[src/hw/rtl/rtnb_lzc.sv]
// Leading-zero count of a code XOR, as a combinational priority scan.
// Depends on nothing.
`default_nettype none
module rtnb_lzc #(
    parameter int W = 64
) (
    input  wire logic [W-1:0]         a,
    input  wire logic [W-1:0]         b,
    output logic      [$clog2(W+1)-1:0] count
);
    localparam int CNT_W = $clog2(W + 1);

    logic [W-1:0] v;
    always_comb
    begin
        v = a ^ b;
        count = CNT_W'(W);
        for (int k = 0; k < W; k++)
        begin
            if (v[k])
            begin
                count = CNT_W'(W - 1 - k);
            end
        end
    end
endmodule
`default_nettype wire

[config.mk]
export PLATFORM = sky130hd
export DESIGN_NAME = rtnb_lzc
export DESIGN_NICKNAME = d
export VERILOG_FILES = /design/src/hw/rtl/rtnb_lzc.sv
export SDC_FILE = /design/constraint.sdc
export NUM_CORES = 1
export LEC_CHECK = 0
export BUFFER_PORTS_ARGS = -buffer_cell sky130_fd_sc_hd__buf_2
export CORE_AREA = 2 2 64 81
export DETAILED_ROUTE_END_ITERATION = 8
export DIE_AREA = 0 0 66 83
export PLACE_DENSITY = 0.72
export REMOVE_ABC_BUFFERS = 1
export SYNTH_ARGS = -nofsm -noshare
export SYNTH_HDL_FRONTEND = slang
export SYNTH_SLANG_ARGS = --single-unit
[constraint.sdc]
create_clock -name vclk -period 1.7
set_input_delay 0 -clock vclk [all_inputs]
set_output_delay 0 -clock vclk [all_outputs]
set_load 0.005 [all_outputs]
==> results of run 1 <==
## final timing paths
path	startpoint	to	slack, ns	cells after the start
setup / recovery	b[3]	count[2]	0.08	8
hold / removal	a[33]	count[2]	0.52	6
## cells by family after synthesis
| logic type | Yosys count | share of synthesized area, % |
|---|---|---|
| AND/OR/NAND/NOR | 86 | 29.5 |
| XOR/XNOR | 74 | 43.7 |
| AO/OA/AOI/OAI | 53 | 26.2 |
| buffers and inverters | 3 | 0.709 |
## cell usage after synthesis (4+ instances only)
cell | number | area share (%)
a21boi_0 | 4 | 1.9
nand2b_1 | 6 | 2.4
nor2_1 | 20 | 4.7
o21ai_0 | 7 | 2.2
xnor2_2 | 5 | 5.1
a21oi_1 | 9 | 2.8
xor2_1 | 30 | 17
a211oi_1 | 5 | 2.4
nand3_1 | 6 | 1.9
xnor2_1 | 38 | 21
nand2_1 | 23 | 5.4
and2_1 | 4 | 1.6
nor3_1 | 4 | 1.3
## metrics by stage
stage	setup WS, ns	instances
floorplan	0.477	216
global placement	0.0617	420
detailed placement	0.0408	420
CTS	0.0179	420
global route	-0.0174	420
finish	0.0819	420
## power by group through the flow
stage	sequential, W	combinational (W)	clock, W
after CTS	0	0.000659	0
after global routing	0	0.000776	0
after detailed placement	0	0.000656	0
final	0	0.000702	0
after floorplan	0	0.000370	0
after global placement	0	0.000648	0
## layout make-up
class	instances	area [sq um]
fill	475	2160
inverter	3	11.3
multi-input combinational	213	1710
tap	60	75.1
timing repair buffer	144	743
## cells in the final DEF (no fill, tap or decap), drive strengths merged, types with 4 or more instances in the layout
cell / instances
a211oi: 6
a21boi: 4
a21oi: 9
and2: 4
buf: 144
nand2: 23
nand2b: 6
nand3: 6
nor2: 20
nor3: 7
o21ai: 9
xnor2: 43
xor2: 31
## per-layer routing
metal,vias to the layer above,share of wire [%],routed length [um],track usage (%)
li1,1069,-,-,-
met1,937,36,1760,17.9
met2,78,57,2770,34.1
met3,2,6.4,311,0.813
met4,0,0.43,21,0.742
met5,-,0,0,0
==> reports/qor.csv, run 1 <==
metric;value;unit
run_status;finished clean;
setup.worst_path.start_class;input port;
fin_worst_hold_slack;0.519;ns
vdd_drop_max;0.111;mV
placement.cell_area;2410;sq um
timing.fmax;0.618;GHz
tightestPinTransition;0.451;ns
synth_area_per_cell;7.35;sq um
antennaDiodeCount;0;
clkPwrFrac;0;%
maxSlewViolCount;0;
drt-wirelength-per-cell;11.6;um
fin_crit;1.62;ns
number_of_antenna_violations_at_the_first_check_in_global_routing;0;
cts.hold.buffers_added;0;
first_pass_iters;4;
floorplan.die.height;83;um
setup_tns;0;ns
ys_seq_area_share;0;%
place.gp.congestion;0.829;
port_buffers;135;
power.share.combinational;100.0;%
maxSlewHeadroom;69.8;%
via_count;2086;
layout-drive-gt1-share;47.8;%
critical_path_s_most_frequent_cell;buf_2;
cts-resized-gates;0;
timing.critical_path.arrival;1.62;ns
worstPathCellList;buf_2 > xor2_1 > nand4bb_4 > a311oi_2 > o21ai_1 > a2111oi_1 > nor2_1 > buf_2;
chipWidth;66;um
share_of_the_core_filled_with_cells;54.1;%
portion_of_total_power_attributed_to_sequential_cells;0;%
static-leakage-power;1.16;nW
postCtsSetupBuffers;0;
crit_path_max_fanout;3;
rows;28;
drt_drc_violations_left;0;
power.net_switching;0.000353;W
timing.critical_path.slowest_cell_delay;0.39;ns
fp.dieArea;5480;sq um
finalInstanceArea;2540;sq um
p_int;0.000349;W
final_nets;490;
ios;135;
post-dp-hpwl;4460;um
cp.required;1.70;ns
synthDistinctLibCells;46;
global_route.usage.total;16.3;%
design_power_total;0.000702;W
finalWirelength;4860;um
slowest_stage;a2111oi_1;
viasPerCell;4.97;
final-hold-violation-count;0;
synth_cells;216;
number_of_global_route_vias_before_repair;1981;
gr-total-overflow;0;
hold_path.class;input port to output port;
design.core.area;4690;sq um
route.antenna.remaining_nets;0;
timing.critical_path.to_type;output port;
area_growth_from_synthesis_to_final_layout;59.8;%
detailed_route_iter0_violations;88;
timing.critical_path.max_delay_family;compound AO/OA/AOI/OAI gates;
cap_viol_max_count;0;
path_buf_inv;2;
maximum_number_of_pins_on_one_net_before_global_route_repair;6;
num-clock-buffers;0;
first_pass_grt_wire_length;7660;um
power.switching_fraction;50.3;%
cell_area_after_synthesis;1590;sq um
timing_worst_setup_path_type;input port to output port;
yosys_synthesis_warning_count;0;
floorplan.initialDensity;33.8;%
seq_area;0;sq um
pwr_density_cell;277;nW/um^2
seq_cell_count;0;
number_of_failing_setup_endpoints_in_the_final_timing_report;0;
final_worst_path_period_share;95.2;%
Power figures use the tool's default switching activity.
==> run 2, diff against run 1 <==
==> constraint.sdc (replaced) <==
create_clock -name vclk -period 1.9
set_input_delay 0 -clock vclk [all_inputs]
set_output_delay 0 -clock vclk [all_outputs]
set_load 0.005 [all_outputs]
==> run 2 against run 1 <==
Flip-flop and latch count did not move. Count of clock-buffer cells in the layout did not move. Cell count fell by 2.1%. Total power fell by 20%. Routed wire length fell by 2.6%. Global-route usage rose by 0.50 points. Combinational power fell by 20%. Worst hold slack barely moved. Critical endpoint is now count[6]. Largest power group unchanged.
==> reports/qor.csv, run 2 (same netlist as run 1, synthesis figures left out) <==
metric;value;unit;change
setup_repair_after_global_routing_missed_its_margin;false;;
worstPathCellList;buf_2 > xnor2_1 > nand2_1 > nor4b_2 > nand3_1 > or3_1 > nor3_1 > buf_2;;
post-dp-hpwl;4400;um;-1.2%
cts-resized-gates;0;;unchanged
static-leakage-power;1.05;nW;-9.8%
via_count;1981;;-5.0%
cp-startpoint;b[45];;
cts.hold.buffers_added;0;;unchanged
timing.critical_path.max_delay_family;simple AND/OR/NAND/NOR gates;;
finalInstanceArea;2340;sq um;-7.8%
timing_worst_setup_path_type;input port to output port;;
path_buf_inv;2;;unchanged
route.antenna.remaining_nets;0;;unchanged
final_worst_path_period_share;85.5;%;
layout-drive-gt1-share;43.0;%;-4.8 points
ios;135;;unchanged
floorplan.die.height;83;um;unchanged
final_nets;481;;-1.8%
area_growth_from_synthesis_to_final_layout;47.3;%;
viasPerCell;4.82;;-3.0%
mostFrequentLayoutCells;135 x buf_2, 38 x xnor2_1, 30 x xor2_1;;
cp.required;1.90;ns;+0.20 ns
final-hold-violation-count;0;;unchanged
slowest_stage;or3_1;;
maximum_number_of_pins_on_one_net_before_global_route_repair;6;;unchanged
gr-total-overflow;0;;unchanged
placement.cell_area;2340;sq um;-2.8%
num-clock-buffers;0;;unchanged
vdd_drop_max;0.0864;mV;-22%
design_power_total;0.000559;W;-20%
finalWirelength;4730;um;-2.6%
fp.dieArea;5480;sq um;unchanged
first_pass_iters;4;;unchanged
min_delay_path_depth;6;;unchanged
floorplan.initialDensity;33.8;%;unchanged
setup.worst_path.start_class;input port;;
detailed_route_iter0_violations;32;;-64%
drt-wirelength-per-cell;11.5;um;-0.44%
number_of_failing_setup_endpoints_in_the_final_timing_report;0;;unchanged
chipWidth;66;um;unchanged
hold_path.class;input port to output port;;
maxSlewHeadroom;69.2;%;-0.63 points
crit_path_max_fanout;4;;+1
timing.critical_path.slowest_cell_delay;0.34;ns;-0.05 ns
first_pass_grt_wire_length;7870;um;+2.7%
seq_area;0;sq um;unchanged
cap_viol_max_count;0;;unchanged
number_of_global_route_vias_before_repair;2034;;+2.7%
hold_path_startpoint;a[32];;
timing.fmax;0.616;GHz;
postCtsSetupBuffers;0;;unchanged
leading_cell_type_in_the_layout_fill_and_taps_excluded;buf_2;;
port_buffers;135;;unchanged
critical_path_s_most_frequent_cell;buf_2;;
timing.critical_path.to_type;output port;;
design.core.area;4690;sq um;unchanged
global_route.usage.total;16.8;%;+0.50 points
setup_tns;0;ns;unchanged
timing.hold.worst_endpoint;count[2];;
maxSlewViolCount;0;;unchanged
timing.critical_path.arrival;1.62;ns;about the same
rows;28;;unchanged
pwr_density_cell;239;nW/um^2;-14%
run_status;finished clean;;
place.gp.congestion;0.739;;-11%
antennaDiodeCount;0;;unchanged
seq_cell_count;0;;unchanged
drt_drc_violations_left;0;;unchanged
share_of_the_core_filled_with_cells;49.8;%;-4.2 points
tightestPinTransition;0.460;ns;+0.00937 ns
fin_crit;1.62;ns;
number_of_antenna_violations_at_the_first_check_in_global_routing;0;;unchanged
[run 2: per-stage QoR]
| stage | hold slack, ns | setup WS [ns] | instances |
|---|---|---|---|
| global placement | 0.534 | 0.263 | 411 |
| detailed placement | 0.528 | 0.257 | 411 |
| CTS | 0.534 | 0.259 | 411 |
| finish | 0.519 | 0.276 | 411 |
| global route | 0.588 | 0.0735 | 411 |
| floorplan | 0.293 | 0.677 | 216 |
[run 2: metal layers]
layer / up-vias / part of all wire (%) / GRT usage [%]
met3: 2 / 5.9 / 0.678
met4: 0 / 0.36 / 0.557
met5: - / 0 / 0
met1: 856 / 37 / 17.6
li1: 1053 / - / -
met2: 70 / 57 / 36.3
[run 2: layout make-up]
class	count	area (sq um)
Multi-Input combinational cell	213	1580
Tap cell	60	75.1
Timing Repair Buffer	135	676
Fill cell	503	2360
Inverter	3	11.3
[run 2: how the worst max path moves through the flow]
| stage | slack (ns) | cells past startpoint | end |
|---|---|---|---|
| 5_1_grt | 0.07 | 8 | count[6] |
| 3_3_place_gp | 0.26 | 8 | count[2] |
| 3_5_place_dp | 0.26 | 8 | count[2] |
| 6_report | 0.28 | 8 | count[6] |
| 2_1_floorplan | 0.68 | 6 | count[4] |
| 4_1_cts | 0.26 | 8 | count[2] |
[run 2: where the power goes]
| part | switching [W] | internal [W] | leakage (nW) |
|---|---|---|---|
| combinational | 0.000289 | 0.000270 | 1.05 |
| clock | 0 | 0 | 0 |
| sequential | 0 | 0 | 0 |
| total | 0.000289 | 0.000270 | 1.05 |
